<file path="src/rtl/tswg_pkg.sv">
// ----------------------------------------------------------------------------
// tswg_pkg
// Shared constants, register codes and the Taylor pipeline bus for the timed
// sine wave generator.
// ----------------------------------------------------------------------------
package tswg_pkg;

    localparam int PHASE_BITS_DEF    = 16;
    localparam int SINE_FRAC_DEF     = 15;
    localparam int TAYLOR_TERMS      = 7;
    localparam int CFG_INDEX_W       = 3;
    localparam int CFG_DATA_W        = 32;
    localparam int TICK_W            = 32;
    localparam int WAVE_W            = 17;
    localparam int M_TDATA_W         = 24;

    localparam logic [30:0] HALF_PI_Q30 = 31'd1686629713;

    localparam logic [15:0] AMPLITUDE_RST    = 16'd0;
    localparam logic [31:0] PERIOD_RST       = 32'd1000;
    localparam logic [15:0] PHASE_OFFSET_RST = 16'd0;
    localparam logic [15:0] BIAS_RST         = 16'd0;
    localparam logic [15:0] STEP_TIME_RST    = 16'd1;

    typedef enum logic [CFG_INDEX_W-1:0] {
        REG_AMPLITUDE    = 3'd0,
        REG_PERIOD_MS    = 3'd1,
        REG_PHASE_OFFSET = 3'd2,
        REG_BIAS         = 3'd3,
        REG_STEP_TIME_MS = 3'd4
    } cfg_reg_t;

    // payload handed from one Taylor term cell to the next
    typedef struct packed {
        logic [1:0]         quad;
        logic [31:0]        x2;
        logic [30:0]        term;
        logic signed [32:0] sum;
    } term_bus_t;

endpackage

</file>
<file path="src/rtl/tswg_term_cell.sv">
// ----------------------------------------------------------------------------
// tswg_term_cell
// One Taylor term of sin(x): multiply by x^2, divide by (2k)(2k+1) through a
// reciprocal with correction, and fold the term into the running sum.
// ----------------------------------------------------------------------------
module tswg_term_cell import tswg_pkg::*; #(
    parameter int K = 1
) (
    input  logic      aclk,
    input  logic      aresetn,
    input  logic      in_valid,
    output logic      in_ready,
    input  term_bus_t bus_in,
    output logic      out_valid,
    input  logic      out_ready,
    output term_bus_t bus_out
);

    localparam int          D     = (2 * K) * (2 * K + 1);
    localparam logic [31:0] RECIP = 32'((64'd1 << 32) / D);
    localparam logic [31:0] DIV_C = 32'(D);

    // stage a: term * x2
    logic        va_reg;
    logic        ra;
    term_bus_t   ba_reg;
    logic [31:0] pa_reg, pa_next;
    logic [62:0] mul_a;

    // stage b: reciprocal estimate
    logic        vb_reg;
    logic        rb;
    term_bus_t   bb_reg;
    logic [31:0] pb_reg;
    logic [31:0] qb_reg, qb_next;
    logic [63:0] mul_b;

    // stage c: correction and accumulate
    logic        vc_reg;
    logic        rc;
    term_bus_t   bc_reg, bc_next;
    logic [31:0] back;
    logic [31:0] remd;
    logic [31:0] qc;

    assign rc       = !vc_reg || out_ready;
    assign rb       = !vb_reg || rc;
    assign ra       = !va_reg || rb;
    assign in_ready = ra;

    always_comb begin
        mul_a   = bus_in.term * bus_in.x2;
        pa_next = mul_a[61:30];
        mul_b   = pa_reg * RECIP;
        qb_next = mul_b[63:32];
        back    = qb_reg * DIV_C;
        remd    = pb_reg - back;
        qc      = (remd >= DIV_C) ? qb_reg + 32'd1 : qb_reg;
        bc_next      = bb_reg;
        bc_next.term = qc[30:0];
        if ((K % 2) == 1) begin
            bc_next.sum = bb_reg.sum - $signed({2'b00, qc[30:0]});
        end else begin
            bc_next.sum = bb_reg.sum + $signed({2'b00, qc[30:0]});
        end
    end

    always_ff @(posedge aclk) begin
        if (!aresetn) begin
            va_reg <= 1'b0;
            vb_reg <= 1'b0;
            vc_reg <= 1'b0;
        end else begin
            if (ra) begin
                va_reg <= in_valid;
            end
            if (rb) begin
                vb_reg <= va_reg;
            end
            if (rc) begin
                vc_reg <= vb_reg;
            end
        end
    end

    always_ff @(posedge aclk) begin
        if (ra) begin
            ba_reg <= bus_in;
            pa_reg <= pa_next;
        end
        if (rb) begin
            bb_reg <= ba_reg;
            pb_reg <= pa_reg;
            qb_reg <= qb_next;
        end
        if (rc) begin
            bc_reg <= bc_next;
        end
    end

    assign out_valid = vc_reg;
    assign bus_out   = bc_reg;

endmodule

</file>
<file path="config.mk">
export PLATFORM = sky130hd
export DESIGN_NAME = tswg_term_cell
export DESIGN_NICKNAME = d
export VERILOG_FILES = /design/src/rtl/tswg_pkg.sv /design/src/rtl/tswg_term_cell.sv
export SDC_FILE = /design/constraint.sdc
export NUM_CORES = 2
export LEC_CHECK = 0
export ABC_AREA = 1
export BUFFER_PORTS_ARGS = -buffer_cell sky130_fd_sc_hd__buf_2
export CAP_MARGIN = 20
export CORE_AREA = 2 2 341 343
export CTS_CLUSTER_DIAMETER = 150
export DETAILED_ROUTE_END_ITERATION = 8
export DIE_AREA = 0 0 343 345
export PLACE_DENSITY = 0.74
export SLEW_MARGIN = 0
export SYNTH_ARGS = -nofsm -noshare
export SYNTH_HDL_FRONTEND = slang
export SYNTH_SLANG_ARGS = --single-unit
</file>
<file path="constraint.sdc">
create_clock -name aclk -period 8.1 [get_ports aclk]
set_input_delay 0.81 -clock aclk [delete_from_list [all_inputs] [get_ports aclk]]
set_output_delay 0.81 -clock aclk [all_outputs]
set_load 0.05 [all_outputs]
</file>
# == After elaboration in Yosys (flattened, before gate mapping) ==
# Cells that the tools add are included.
# Widths: inputs -> output; s select.
# word_totals
ff_bits,329
output_inout_bits,100
elab_cells,30
# op_classes
add_sub_neg,3
multipliers,3
order_cmp,1
muxes,1
reduce_logical,6
# op_table
cell,n
$mul 31x32->62,1
$mul 32x29->61 const B,1
$sub 33x32->33,1
$ge 32x3->1 const B,1
$sub 32x32->32,1
$add 30x1->31 const B,1
$mul 30x2->31 const B,1
$mux 31,1
$logic_not 1->1,3
$logic_or 1x1->1,3

# == Longest topological paths before layout ==
# logic_depth
depth_word,5
mapped_depth,54
ltp_nobuf,52

# == Worst setup path before layout ==
# Ideal clock, no wire load.
# synth_timing
kind,input-to-reg
startpoint,input port bus_in[40] (netlist bit)
endpoint,"register pa_reg[24], data pin"
setup_ns,0.265
arrival_time_ns,7.531
t_required_ns,7.835
path_slack_ns,0.304
cell_stages,31
n_path_buf,1
cell_sequence,clkbuf_1 > nand2_1 > fa_1 > inv_1 > fa_1 > fa_1 > inv_1 > fa_1 > inv_1 > fa_1 > inv_1 > fa_1 > inv_1 > fa_1 > inv_1 > fa_1 > inv_1 > ha_1 > nand2_1 > o21ai_0 > nand3_1 > o311ai_0 > nor2_1 > nand2_1 > a21boi_0 > o21ai_0 > a21boi_0 > o21bai_1 > a21oi_1 > o21ai_0 > xor2_1
# synth_via
elab_chain_cells,1
# synth_rtl
element,line_no,rtl
start: declaration,tswg_term_cell.sv:13,"input term_bus_t bus_in,"
$mul 31x32->62,tswg_term_cell.sv:52,mul_a = bus_in.term * bus_in.x2;
via mul_a[54],tswg_term_cell.sv:28,logic [62:0] mul_a;
end signal: assignment,tswg_term_cell.sv:89,pa_reg <= pa_next;
end: declaration,tswg_term_cell.sv:27,"logic [31:0] pa_reg, pa_next;"
# The timed path passes the listed nets, and every way through them passes these cells.
# A chain may end at the register's enable or synchronous reset.

# == Worst setup path in the final report ==
# layout_timing
startpoint,input port bus_in[90] (netlist bit)
endpoint,"register pa_reg[30], data pin"
# Same word-level chain as after synthesis.

==> flow_summary.toml <==
[global_routing]
grt_first_pass_wirelength_um = 283200
antenna_found_initial = 11
grt_pass1_vias = 50670
grt_overflow_total = 0
grt_max_degree = 71
track_usage_pct = 31.12

[die]
start_util_pct = 54.50
core_area_um2 = 115100
std_cell_rows = 125
dieArea_um2 = 118300
io_pins = 202
fp.dieH_um = 345
die_x_um = 343

[final_layout]
nets = 9382
fin_area_um2 = 68550
fin_util_pct = 59.55
synthToLayoutAreaGrowth_pct = 9.258
largest_reg_flops = 98
drive_gt1_share_pct = 8.542
fillCellCount = 10030

[timing]
fmax_mhz = 128.7
finalMaxSlewViolations = 0
slew-limit-headroom_pct = 33.36
grt_setup_unrepaired = "no"
final.period_utilization_pct = 95.93
whs_ps = 411.9
skew_ps = 23.56
finalCriticalPeriod_ps = 7771
tightest_slew_ps = 999.6
setup_viol = 0
hold_viol_final = 0
fin_ws_ps = 329.4

[route]
ant_nets = 0
wl_per_cell_um = 19.88
vias = 47750
drt_iter0_markers = 3823
drcViolationCount = 0
vias_per_cell = 5.328
dr.pass1.iters = 6
routed_wl_um = 178200

[placement]
place.gp.congestion = 1.024
pre_cts_ws_ps = -342.3
placed_area_um2 = 67230
place_hpwl_um = 156600
port_buffers = 201

[worst_setup_path]
path_class = "in -> reg"
critPathRequiredTime_ps = 8390
end_kind = "register"
cp_max_fo = 17
cp.arrival_ps = 8060
startpoint_type = "input port"

[clock_tree]
clock_sinks = 329
clk_root_buffer_cell = "clkbuf_16"
cts_buffers = 36
clock_latency_ps = 550
path_clk_slew_ps = 60
cts_buffer_depth = 3
postCtsHoldBufs = 0
cts_tree = "yes"
h-tree-depth = 2

[logic_synthesis]
synth_flop_cell = "edfxtp_1"
yosysWarnings = 0
synth-seq-cells = 329
syn-num-nets = 9045
syn_area_um2 = 62740
syn_inst = 7071
async_flop_share_pct = 0
synth.distinct_cells = 53
synth_edf_count = 326
syn_area_per_cell_um2 = 8.873
ys_seq_area_share_pct = 15.70

[status]
status = "finished, final reports clean"

[hold_path]
hp-class = "reg -> reg"

[run]
drv_cap = 0
-- per-stage QoR --
| step | instances | TNS [ps] |
|---|---|---|
| 3_5_place_dp | 8890 | -1609 |
| 5_1_grt | 8960 | 0 |
| 4_1_cts | 8955 | 0 |
| 2_1_floorplan | 7071 | 0 |
| 3_3_place_gp | 8890 | -963.1 |
| 6_report | 8962 | 0 |
-- cell families after synthesis --
group	count (synthesis)	share of synthesized area [%]
AO/OA/AOI/OAI	434	3.869
XOR/XNOR	154	2.150
flip-flops	329	15.70
buffers and inverters	2148	12.87
AND/OR/NAND/NOR	2134	13.75
adder cells (fa/ha/maj)	1872	51.67
-- final cells by class --
type / count / area, µm² / area share, %
Multi-Input combinational cell: 4594 / 44880 / 65.48
Sequential cell: 329 / 9849 / 14.37
Antenna cell: 4 / 10.01 / 0.01460
Inverter: 1952 / 7332 / 10.70
Tap cell: 1524 / 1907 / 2.782
Timing Repair Buffer: 495 / 3344 / 4.879
Clock buffer: 44 / 1013 / 1.479
Clock inverter: 20 / 205.2 / 0.2994
-- layer usage --
metal	up-vias	global-route usage, %	share of wire, %
li1	21710	-	-
met5	-	0	0.027
met3	321	5.323	8.4
met1	23780	42.51	41
met4	8	9.545	3.5
met2	1930	50.88	47
-- Yosys cell counts, types with 2 or more instances --
cell type | instances | area share [%]
a2111oi_0 | 2 | 0.028
a211oi_1 | 4 | 0.048
a21boi_0 | 5 | 0.060
a21o_1 | 11 | 0.13
a21oi_1 | 218 | 1.7
a221oi_1 | 5 | 0.070
a31o_2 | 2 | 0.028
a31oi_1 | 17 | 0.17
a41oi_1 | 2 | 0.028
and3_1 | 5 | 0.050
buf_1 | 3 | 0.018
buf_4 | 2 | 0.024
clkbuf_1 | 190 | 1.1
dfxtp_1 | 3 | 0.096
edfxtp_1 | 326 | 16
fa_1 | 1198 | 38
ha_1 | 674 | 13
inv_1 | 1945 | 12
inv_2 | 6 | 0.036
nand2_1 | 1636 | 9.8
nand2_2 | 25 | 0.25
nand3_1 | 108 | 0.86
nand3_2 | 4 | 0.064
nand3b_1 | 9 | 0.11
nand4_1 | 41 | 0.41
nand4_2 | 6 | 0.12
nand4_4 | 2 | 0.068
nor2_1 | 225 | 1.3
nor2_2 | 15 | 0.15
nor3_1 | 40 | 0.32
nor4_1 | 11 | 0.11
o2111ai_1 | 5 | 0.070
o211ai_1 | 11 | 0.13
o21a_1 | 12 | 0.14
o21ai_0 | 116 | 0.93
o21bai_1 | 12 | 0.14
o221ai_1 | 2 | 0.028
o31ai_1 | 6 | 0.072
xnor2_1 | 53 | 0.74
xor2_1 | 101 | 1.4
-- timing repair --
item	4_1_cts	5_1_grt
pin swaps	1	3
buffers inserted	1	3
resized for setup	1	25
setup endpoints to repair	8	29
-- worst max-delay path: stages --
cell and delay [ps]:
buf_2 470, buf_4 370, nand2_1 110, fa_1 530, inv_1 60, fa_1 530, inv_1 60, fa_1 510
fa_1 590, fa_1 440, fa_1 470, fa_1 500, inv_1 40, ha_1 270, ha_1 340, a21oi_1 220
o21a_1 170, o21ai_0 80, a221oi_1 420, o211ai_1 350, nand2_1 150, o211ai_1 110, a221oi_1 300, xor2_1 100
-- cells in the final DEF, fill, tap and decap left out, drive strengths merged, types with 4 or more instances in the layout --
| master | instances |
|---|---|
| inv | 1952 |
| nand2 | 1662 |
| fa | 1198 |
| ha | 674 |
| buf | 494 |
| edfxtp | 326 |
| nor2 | 241 |
| a21oi | 219 |
| o21ai | 117 |
| nand3 | 112 |
| xor2 | 101 |
| xnor2 | 53 |
| nand4 | 49 |
| clkbuf | 45 |
| nor3 | 40 |
| a31oi | 17 |
| clkinv | 13 |
| o21bai | 12 |
| o21a | 12 |
| a21o | 11 |
| nor4 | 11 |
| o211ai | 11 |
| nand3b | 9 |
| o31ai | 6 |
| and3 | 5 |
| a221oi | 5 |
| o2111ai | 5 |
| a21boi | 5 |
| diode | 4 |
| clkinvlp | 4 |
| a211oi | 4 |
-- final timing paths --
path                            startpoint    endpoint  slack (ps)  cells past startpoint
worst min register to register   ba_reg[4]   bb_reg[4]         410                      0
worst max-delay path            bus_in[90]  pa_reg[30]         330                     24
worst max register to register  pa_reg[15]  qb_reg[24]         500                     27
worst min-delay path             ba_reg[4]   bb_reg[4]         410                      0
Power is left out: the tool's default activity adds up to more than one toggle a clock period on the data nets, which glitch-free logic cannot reach.
