## src/rtl/tswg_pkg.sv

```systemverilog
// ----------------------------------------------------------------------------
// tswg_pkg
// Shared constants, register codes and the Taylor pipeline bus for the timed
// sine wave generator.
// ----------------------------------------------------------------------------
package tswg_pkg;

    localparam int PHASE_BITS_DEF    = 16;
    localparam int SINE_FRAC_DEF     = 15;
    localparam int TAYLOR_TERMS      = 7;
    localparam int CFG_INDEX_W       = 3;
    localparam int CFG_DATA_W        = 32;
    localparam int TICK_W            = 32;
    localparam int WAVE_W            = 17;
    localparam int M_TDATA_W         = 24;

    localparam logic [30:0] HALF_PI_Q30 = 31'd1686629713;

    localparam logic [15:0] AMPLITUDE_RST    = 16'd0;
    localparam logic [31:0] PERIOD_RST       = 32'd1000;
    localparam logic [15:0] PHASE_OFFSET_RST = 16'd0;
    localparam logic [15:0] BIAS_RST         = 16'd0;
    localparam logic [15:0] STEP_TIME_RST    = 16'd1;

    typedef enum logic [CFG_INDEX_W-1:0] {
        REG_AMPLITUDE    = 3'd0,
        REG_PERIOD_MS    = 3'd1,
        REG_PHASE_OFFSET = 3'd2,
        REG_BIAS         = 3'd3,
        REG_STEP_TIME_MS = 3'd4
    } cfg_reg_t;

    // payload handed from one Taylor term cell to the next
    typedef struct packed {
        logic [1:0]         quad;
        logic [31:0]        x2;
        logic [30:0]        term;
        logic signed [32:0] sum;
    } term_bus_t;

endpackage

```

## src/rtl/tswg_div_cell.sv

```systemverilog
// ----------------------------------------------------------------------------
// tswg_div_cell
// One restoring shift-subtract step of the phase divider, registered.
// ----------------------------------------------------------------------------
module tswg_div_cell import tswg_pkg::*; #(
    parameter int PHASE_BITS = PHASE_BITS_DEF
) (
    input  logic                  aclk,
    input  logic                  aresetn,
    input  logic [31:0]           period,
    input  logic                  in_valid,
    output logic                  in_ready,
    input  logic [31:0]           rem_in,
    input  logic [31:0]           dvd_in,
    input  logic [PHASE_BITS-1:0] quo_in,
    output logic                  out_valid,
    input  logic                  out_ready,
    output logic [31:0]           rem_out,
    output logic [31:0]           dvd_out,
    output logic [PHASE_BITS-1:0] quo_out
);

    logic                  valid_reg;
    logic [31:0]           rem_reg, rem_next;
    logic [31:0]           dvd_reg, dvd_next;
    logic [PHASE_BITS-1:0] quo_reg, quo_next;
    logic [32:0]           partial;
    logic [32:0]           diff;
    logic                  ge;

    assign in_ready = !valid_reg || out_ready;

    always_comb begin
        partial  = {rem_in, dvd_in[31]};
        diff     = partial - {1'b0, period};
        ge       = (partial >= {1'b0, period});
        rem_next = ge ? diff[31:0] : partial[31:0];
        dvd_next = {dvd_in[30:0], 1'b0};
        quo_next = {quo_in[PHASE_BITS-2:0], ge};
    end

    always_ff @(posedge aclk) begin
        if (!aresetn) begin
            valid_reg <= 1'b0;
        end else if (in_ready) begin
            valid_reg <= in_valid;
        end
    end

    always_ff @(posedge aclk) begin
        if (in_ready) begin
            rem_reg <= rem_next;
            dvd_reg <= dvd_next;
            quo_reg <= quo_next;
        end
    end

    assign out_valid = valid_reg;
    assign rem_out   = rem_reg;
    assign dvd_out   = dvd_reg;
    assign quo_out   = quo_reg;

endmodule

```

## config.mk

```make
export PLATFORM = sky130hd
export DESIGN_NAME = tswg_div_cell
export DESIGN_NICKNAME = d
export VERILOG_FILES = /design/src/rtl/tswg_pkg.sv /design/src/rtl/tswg_div_cell.sv
export SDC_FILE = /design/constraint.sdc
export NUM_CORES = 1
export LEC_CHECK = 0
export BUFFER_PORTS_ARGS = -buffer_cell sky130_fd_sc_hd__buf_2
export CAP_MARGIN = 20
export CORE_MARGIN = 5
export CORE_UTILIZATION = 50
export CTS_BUF_LIST = sky130_fd_sc_hd__clkbuf_4
export CTS_CLUSTER_SIZE = 16
export DETAILED_ROUTE_END_ITERATION = 6
export HOLD_SLACK_MARGIN = 0.08
export PLACE_DENSITY = 0.82
export SYNTH_ARGS = -nofsm -noshare
export SYNTH_HDL_FRONTEND = slang
export SYNTH_SLANG_ARGS = --single-unit
```

## constraint.sdc

```tcl
create_clock -name aclk -period 3.9 [get_ports aclk]
set_input_delay 0.39 -clock aclk [delete_from_list [all_inputs] [get_ports aclk]]
set_output_delay 0.39 -clock aclk [all_outputs]
set_load 0.02 [all_outputs]
```

==> After elaboration in Yosys (flattened, before gate mapping) <==
Index checks and enable logic that the tools add are counted.
Widths: inputs -> output; s select.
{ "op_classes": {"addsub": 1, "magnitude_cmp": 1, "n_mux": 1, "n_reduce_logical": 2} }
{ "op_table": {"columns": ["cell", "count"], "rows": [
  ["$ge 33x32->1", 1],
  ["$mux 32", 1],
  ["$sub 32x32->32", 1],
  ["$logic_not 1->1", 1],
  ["$logic_or 1x1->1", 1]
]} }
{ "totals": {"ff_bits": 80, "in_bits": 116, "out_inout_bits": 82, "word_cells": 9} }

==> Logic depth before layout (Yosys ltp) <==
Gate-level depths: netlist of the first run.
{ "depth": {"depth_word": 2, "mapped_depth": 13} }

==> Least setup slack after synthesis of the first run <==
Ideal clock, no wire load.
{ "synth_path": {"path_kind": "input -> register", "start": "in period[18]", "end": "reg rem_reg[13], in the netlist rem_out[13] (data pin)", "setup_time_ns": 0.262, "arrival_ns": 2.969, "required_time_ns": 3.638, "setup_slack_ns": 0.669, "cell_stages": 12, "n_path_buf": 2, "cell_sequence": "inv_1 > ha_1 > clkbuf_1 > nand4_1 > or4_1 > a21oi_1 > nor3_1 > a211oi_2 > o21ai_2 > o31ai_4 > buf_4 > mux2_1"} }
{ "synth_via": {"elab_chain_cells": 2} }
{ "synth_lines": {"columns": ["element", "line_no", "text"], "rows": [
  ["from (decl)", "tswg_div_cell.sv:10", "input logic [31:0] period,"],
  ["$ge 33x32->1", "tswg_div_cell.sv:36", "ge = (partial >= {1'b0, period});"],
  ["$mux 32", "tswg_div_cell.sv:37", "rem_next = ge ? diff[31:0] : partial[31:0];"],
  ["net rem_next[13]", "tswg_div_cell.sv:24", "logic [31:0] rem_reg, rem_next;"],
  ["to (signal assigned)", "tswg_div_cell.sv:52", "rem_reg <= rem_next;"],
  ["to (decl)", "tswg_div_cell.sv:24", null]
]} }
The timed path passes the listed nets, and every way through them passes these cells.
A chain may end at the register's enable or synchronous reset.

==> Worst setup path in the final report of the first run <==
{ "layout_path": {"start": "in dvd_in[31]", "end": "reg rem_reg[30], in the netlist rem_out[30] (data pin)"} }
{ "layout_via": {"elab_chain_cells": 2} }
{ "layout_lines": {"columns": ["element", "line_no", "text"], "rows": [
  ["from (decl)", "tswg_div_cell.sv:14", "input logic [31:0] dvd_in,"],
  ["$sub 32x32->32 or $ge 33x32->1 (tied branches)", "tswg_div_cell.sv:35, tswg_div_cell.sv:36", null],
  ["$mux 32 (*)", "tswg_div_cell.sv:37", null],
  ["net rem_next[30]", "tswg_div_cell.sv:24", null]
]} }
The timed path passes the listed nets; every way through them passes the cells marked *.

==> qor.yml, run 1 <==
hold_violations: 0
p_leak_nw: 2.77
grt_usage_pct: 21.2
start_util_pct: 50.6
clk_path_buf_depth: 2
ys.flop_type: "edfxtp_1"
num_vias: 4001
antenna_left: 0
avgRoutedWirePerCell_um: 16.9
critPathLaunchType: "input pin"
cts.reportedPaths.clkPinSlew_ns: 0.14
drive_above_1_share_pct: 36.0
yosysMostFrequentCell: "edfxtp_1"
maxCapViolations: 0
design.die.area_um2: 11200
min-delay-start: "quo_in[6]"
routed_via_density: 5.42
die_y_um: 106
finalCritPeriodShare_pct: 82.1
cts_setup_buffers: 0
cp_data_required_time_ns: 4.09
yosys.area.top_type_share_pct: 51.5
overflow: 0
nets: 771
worst_ep_arrival_time_ns: 3.39
rsz0062_at_grt: "no"
rr_startpoint: "out_valid$_SDFFE_PN0P_"
synth_common_cells: "79 x edfxtp_1, 55 x a21oi_1, 39 x inv_1"
root_buffer: "clkbuf_4"
power_w: 0.00234
syn_area_per_cell_um2: 10.8
route.detailed.drc: 0
synth_seq_area_share_pct: 51.9
startpoint: "dvd_in[31]"
crit_fanout: 3
max_slew_margin_pct: 53.9
grt_max_degree: 56
netlist_area_um2: 4610
htreeDepth: 3
powerDensity_nw_per_um2: 399
min_path_type: "in -> reg"
grt_antenna_before_repair: 0
core_region_area_um2: 9110
criticalPathCategory: "in -> reg"
finalSetupTns_ns: 0
hold_buffers: 0
skew_ns: 0.0125
io_pins: 198
clkSinkCount: 80
drtPass1Iterations: 5
globalplace.congestion: 0.883
syn_nets: 575
synth-edff-count: 79
grt_pass1_vias: 3868
area_growth_syn_to_layout_pct: 27.2
ir_worst_vdd_mv: 0.152
ys_warn_count: 0
drv_slew: 0
end_kind: "register"
place.detailed.hpwl_mm: 9.92
fin_crit_ns: 3.20
utilization_pct: 64.4
outcome: "finished, final reports clean"
cts_resized: 0
wl_mm: 12.5
drt_iter0_drc: 195
cts_buffers: 9
fin_hold_ws_ns: 0.131
fmax_mhz: 312
num_antenna_cells: 0
io_buffers: 195
clk_latency_ns: 0.43
grt_pass1_wl_mm: 18.9
ys_ff_latch: 80
nFillCells: 744
yosysUniqueCellTypes: 50
tritoncts: "done"
async_flop_share_pct: 0
setup_violations: 0
syn_inst: 426
die_x_um: 106
rows: 35
tightest_slew_ns: 0.692
yosys.area.top_type: "edfxtp_1"
ys_top_cells_by_area: "edfxtp_1 51%, ha_1 8.7%, a21oi_1 6.0%"
## placed cells by master (no fill, tap or decap), types with 2 or more instances in the layout
cell type      Yosys  layout
nor3_1             2       2
xor2_1            12      12
nor2_1            37      37
o21bai_1           3       3
nand2b_1           5       4
nand4_1            7       7
a21o_1            13      13
ha_1              32      32
a211o_1            2       2
mux2_2             6       6
o41ai_1            2       2
a21oi_1           55      55
o21a_1             6       6
nand2_1           28      28
edfxtp_1          79      79
a211oi_1           3       3
inv_1             39      39
clkinv_4           0       2
o211ai_1           4       4
nor2b_1            2       2
o22ai_1            2       2
buf_4              4       2
clkbuf_4           0       9
o21ai_0           15      15
nor4_1             4       4
mux2_1             4       4
and2_1             2       2
dlygate4sd3_1      0       3
xnor2_1           15      15
nand3_1            8       8
a31oi_1            2       2
buf_2              4     195
mux2i_1            2       2
## layer usage
| metal | track usage [%] | vias up | wire length, um |
|---|---|---|---|
| met4 | 5.18 | 0 | 172 |
| met2 | 39.9 | 178 | 6620 |
| met3 | 6.38 | 22 | 1120 |
| li1 | - | 1949 | - |
| met1 | 23.1 | 1852 | 4590 |
| met5 | 0 | - | 0 |
## per-stage QoR
step | cell area (um^2) | cells | setup WS [ns]
2_1_floorplan | 4610 | 426 | 0.669
3_3_place_gp | 5690 | 719 | 0.373
3_5_place_dp | 5690 | 719 | 0.319
4_1_cts | 5830 | 735 | 0.731
5_1_grt | 5860 | 738 | 0.524
6_report | 5860 | 738 | 0.697
## path summary, 6_finish.rpt
| kind | end | slack (ns) | cells after the start |
|---|---|---|---|
| worst max-delay path | rem_out[30]$_DFFE_PP_ | 0.70 | 13 |
| worst min register to register | out_valid$_SDFFE_PN0P_ | 0.86 | 2 |
| worst max register to register | dvd_out[13]$_DFFE_PP_ | 2.17 | 2 |
| worst min-delay path | quo_out[7]$_DFFE_PP_ | 0.13 | 1 |
## flip-flops by register name, indices dropped and copies added, names as in the netlist
| name | cells |
|---|---|
| rem_out | 32 |
| dvd_out | 31 |
| out_valid | 1 |
| quo_out | 16 |
## cells by family (layout without fill, tap and decap cells)
| kind of cell | after synthesis | after routing | synth area share, % |
|---|---|---|---|
| AOI/OAI and AO/OA | 119 | 119 | 16.3 |
| xor gates and xnor gates | 27 | 27 | 5.13 |
| adders and majority gates | 33 | 33 | 9.12 |
| buffers and inverters | 55 | 256 | 4.91 |
| DFF | 80 | 80 | 51.9 |
| muxes | 12 | 12 | 2.88 |
| other | 1 | 1 | 0.0814 |
| and+or+nand+nor | 99 | 99 | 9.72 |
## where the power goes
group / total, W / internal, W / switching (W)
clock network: 0.000520 / 0.000203 / 0.000317
registers: 0.00110 / 0.00107 / 0.0000268
logic: 0.000722 / 0.000281 / 0.000442
## worst max-delay path, cell delays in order
cell and delay [ns]:
buf_2 0.09, inv_1 0.03, ha_1 0.20, fa_1 0.40, nand2b_1 0.18, a21oi_1 0.17
o2111ai_1 0.22, o311a_1 0.39, a21oi_1 0.27, a21oi_1 0.21, o41ai_1 0.39, xor2_1 0.14
mux2_1 0.31
## cell type report
cell class,count,area (um^2),share of cell area (%)
flip-flops and latches,80,2390,40.8
multi-input cells,291,2000,34.1
repair buffers,201,1040,17.8
inverters,39,146,2.50
well taps,111,139,2.37
clock inverters,7,80.1,1.37
clock buffers,9,67.6,1.15
Power figures use the tool's default switching activity.
==> inputs of run 2 (changes only) <==
- ABC_AREA: default -> 1
- CORE_UTILIZATION: 50 -> 52
- clock period: 3.9 -> 3 ns (I/O delays scaled with it)
==> qor.yml, run 2 <==
final_cells: 1129  # +53%
cp_top_family: "simple AND/OR/NAND/NOR gates"
hold_violations: 0  # unchanged
num_vias: 5403  # +35%
wl_mm: 16.5  # +32%
routed_via_density: 4.79  # -12%
die_y_um: 114  # +7.5%
critPathLaunchType: "input pin"
yosys.area.top_type: "edfxtp_1"
route.met2.wl_mm: 7.93  # +20%
cts_resized: 0  # unchanged
grt_max_degree: 54  # -3.6%
nets: 1132  # +47%
antenna_left: 0  # unchanged
layout_common_cells: "276 x nand2_1, 195 x buf_2, 151 x inv_1"
yosysUniqueCellTypes: 33  # -34%
drv_slew: 0  # unchanged
power_w: 0.00320  # +37%
grt_antenna_before_repair: 1  # +1
htreeDepth: 3  # unchanged
design.die.area_um2: 13000  # +15%
nFillCells: 905  # +22%
grt_pass1_vias: 5279  # +36%
core_region_area_um2: 10700  # +17%
tightest_slew_ns: 0.862  # +0.170 ns
overflow: 0  # unchanged
syn_nets: 887  # +54%
wl_met1_mm: 6.84  # +49%
setup_violations: 0  # unchanged
syn_area_per_cell_um2: 7.61  # -30%
p_leak_nw: 4.07  # +47%
drive_above_1_share_pct: 25.0  # -11 points
yosysMostFrequentCell: "nand2_1"
ys_warn_count: 0  # unchanged
io_pins: 198  # unchanged
path_depth: 13  # unchanged
grt_pass1_wl_mm: 26.0  # +37%
synth-edff-count: 79  # unchanged
cts_setup_buffers: 0  # unchanged
end_kind: "register"
r2r_end: "out_valid$_SDFFE_PN0P_"
p_sw_w: 0.00116  # +47%
cpMostUsedCell: "nand2_1"
place_inst: 1064  # +48%
ir_worst_vdd_mv: 0.212  # +40%
min_path_type: "in -> reg"
grt_usage_pct: 25.3  # +4.2 points
hold_buffers: 48  # +48
p_seq_share_pct: 44.3  # -2.7 points
worstSetupEndpoint: "rem_out[12]$_DFFE_PP_"
finalSetupTns_ns: 0  # unchanged
crit_buf_inv: 2  # unchanged
fmax_mhz: 421
async_flop_share_pct: 0  # unchanged
clk_path_buf_depth: 2  # unchanged
route.detailed.drc: 0  # unchanged
io_buffers: 195  # unchanged
final_common_cell: "nand2_1"
maxCapViolations: 0  # unchanged
cts_buffers: 9  # unchanged
powerDensity_nw_per_um2: 436  # +9.1%
netlist_area_um2: 5620  # +22%
synth_seq_area_share_pct: 42.6  # -9.3 points
startpoint: "period[23]"
globalplace.congestion: 0.917  # +3.8%
reg2reg_slack_ns: 1.46  # -0.71 ns
critPathMaxStageDelay_ns: 0.67  # +0.27 ns
tritoncts: "done"
max_slew_margin_pct: 42.4  # -11 points
ys_ff_latch: 80  # unchanged
die_x_um: 114  # +7.5%
rows: 38  # +8.6%
worst_ep_arrival_time_ns: 2.59  # -0.80 ns
top_layer_used: "met4"
p_comb_share_pct: 33.8  # +3.0 points
criticalPathCategory: "in -> reg"
drtPass1Iterations: 6  # +1
syn_inst: 738  # +73%
drt_iter0_drc: 378  # +94%
crit_fanout: 35  # +32
synth_common_cells: "277 x nand2_1, 151 x inv_1, 79 x edfxtp_1"
min-delay-start: "rem_in[28]"
area_growth_syn_to_layout_pct: 30.8
p_sw_share_pct: 36.2  # +2.7 points
root_buffer: "clkbuf_4"
critical_path.cell_chain: "buf_2 > inv_1 > ha_1 > nand2_1 > nor2_1 > nand2_1 > nor2_2 > nand2_1 > nand3_1 > nor2_4 > nand2_8 > nand2_1 > nand2_1"
clk_latency_ns: 0.45  # +0.02 ns
wl_met3_mm: 1.23  # +9.8%
rsz0062_at_grt: "no"
cts.reportedPaths.clkPinSlew_ns: 0.16  # +0.02 ns
clkSinkCount: 80  # unchanged
largest_reg_flops: 32  # unchanged
p_int_w: 0.00204  # +31%
finalCritPeriodShare_pct: 79.1
avgRoutedWirePerCell_um: 14.6  # -14%
yosys.area.top_type_share_pct: 42.2  # -9.2 points
skew_ns: 0.0237  # +0.0112 ns
fin_crit_ns: 2.37
rr_worst_depth: 3  # +1
outcome: "finished, final reports clean"
cp_data_required_time_ns: 3.21  # -0.88 ns
rr_startpoint: "out_valid$_SDFFE_PN0P_"
crit_slowest_cell: "nor2_4"
pwr-share-clk_pct: 21.9  # -0.3 points
ys.flop_type: "edfxtp_1"
place.detailed.hpwl_mm: 12.2  # +23%
start_util_pct: 52.5  # +1.9 points
ys_top_cells_by_area: "edfxtp_1 42%, nand2_1 19%, inv_1 10%"
==> run 2: changes by cell type after synthesis, moves of 8 or more <==
cell | previous run | this run
a21oi_1 | 55 | 21
nand3b_1 | 0 | 10
clkbuf_1 | 8 | 0
a21o_1 | 13 | 0
nand3_2 | 0 | 16
nand3_1 | 8 | 52
nand2_1 | 28 | 277
o21ai_0 | 15 | 2
inv_1 | 39 | 151
xnor2_1 | 15 | 1
==> run 2: power by group through the flow <==
stage | clock network [W] | logic, W | registers, W
floorplan | 0 | 0.000517 | 0.00163
detailed placement | 0 | 0.00103 | 0.00144
global placement | 0 | 0.00101 | 0.00144
CTS | 0.000716 | 0.00108 | 0.00142
global route | 0.000759 | 0.00120 | 0.00143
finish | 0.000699 | 0.00108 | 0.00142
==> run 2: tightest hold or removal path, stage by stage <==
cell     delay, ns
buf_2         0.09
nand3_1       0.07
nand2_1       0.06
==> run 2: final cells by class <==
class                      instances  area [um^2]  share of cell area [%]
timing repair buffer             245         1480                    20.2
antenna                            1         2.50                  0.0341
multi-input combinational        493         2560                    34.9
sequential                        80         2390                    32.6
inverter                         154          578                    7.87
clock buffer                       9         67.6                   0.920
clock inverter                     7         80.1                    1.09
tap                              140          175                    2.39
==> run 2: how the worst min path moves through the flow <==
stage	endpoint	slack, ns	cells past startpoint
2_1_floorplan	dvd_out[10]$_DFFE_PP_	0.40	0
3_3_place_gp	quo_out[5]$_DFFE_PP_	0.48	1
3_5_place_dp	dvd_out[2]$_DFFE_PP_	0.48	1
4_1_cts	rem_out[30]$_DFFE_PP_	0.13	3
5_1_grt	rem_out[23]$_DFFE_PP_	0.14	3
6_report	rem_out[29]$_DFFE_PP_	0.16	3
==> run 2: per-stage QoR <==
| step | worst slack, ns | hold slack [ns] | util, % | area [um^2] |
|---|---|---|---|---|
| 2_1_floorplan | 0.284 | 0.399 | - | 5620 |
| 3_3_place_gp | 0.122 | 0.476 | 62.8 | 6710 |
| 3_5_place_dp | 0.105 | 0.478 | 62.8 | 6710 |
| 4_1_cts | 0.610 | 0.130 | 68.6 | 7340 |
| 5_1_grt | 0.350 | 0.138 | 68.7 | 7340 |
| 6_report | 0.626 | 0.155 | 68.7 | 7340 |
==> run 2: metal layers <==
metal | vias to the layer above | global-route usage, %
met5 | - | 0
li1 | 2785 | -
met4 | 0 | 10.3
met2 | 188 | 44.7
met3 | 33 | 4.56
met1 | 2397 | 30.5
==> run 2: cells by family after synthesis <==
logic type | after synthesis | share of synthesized area (%)
AND/OR/NAND/NOR | 420 | 33.5
buffers and inverters | 165 | 11.9
flip-flops | 80 | 42.6
adder cells (fa/ha/maj) | 33 | 7.48
AO/OA/AOI/OAI | 25 | 2.32
XOR/XNOR | 14 | 2.18
other | 1 | 0.0668
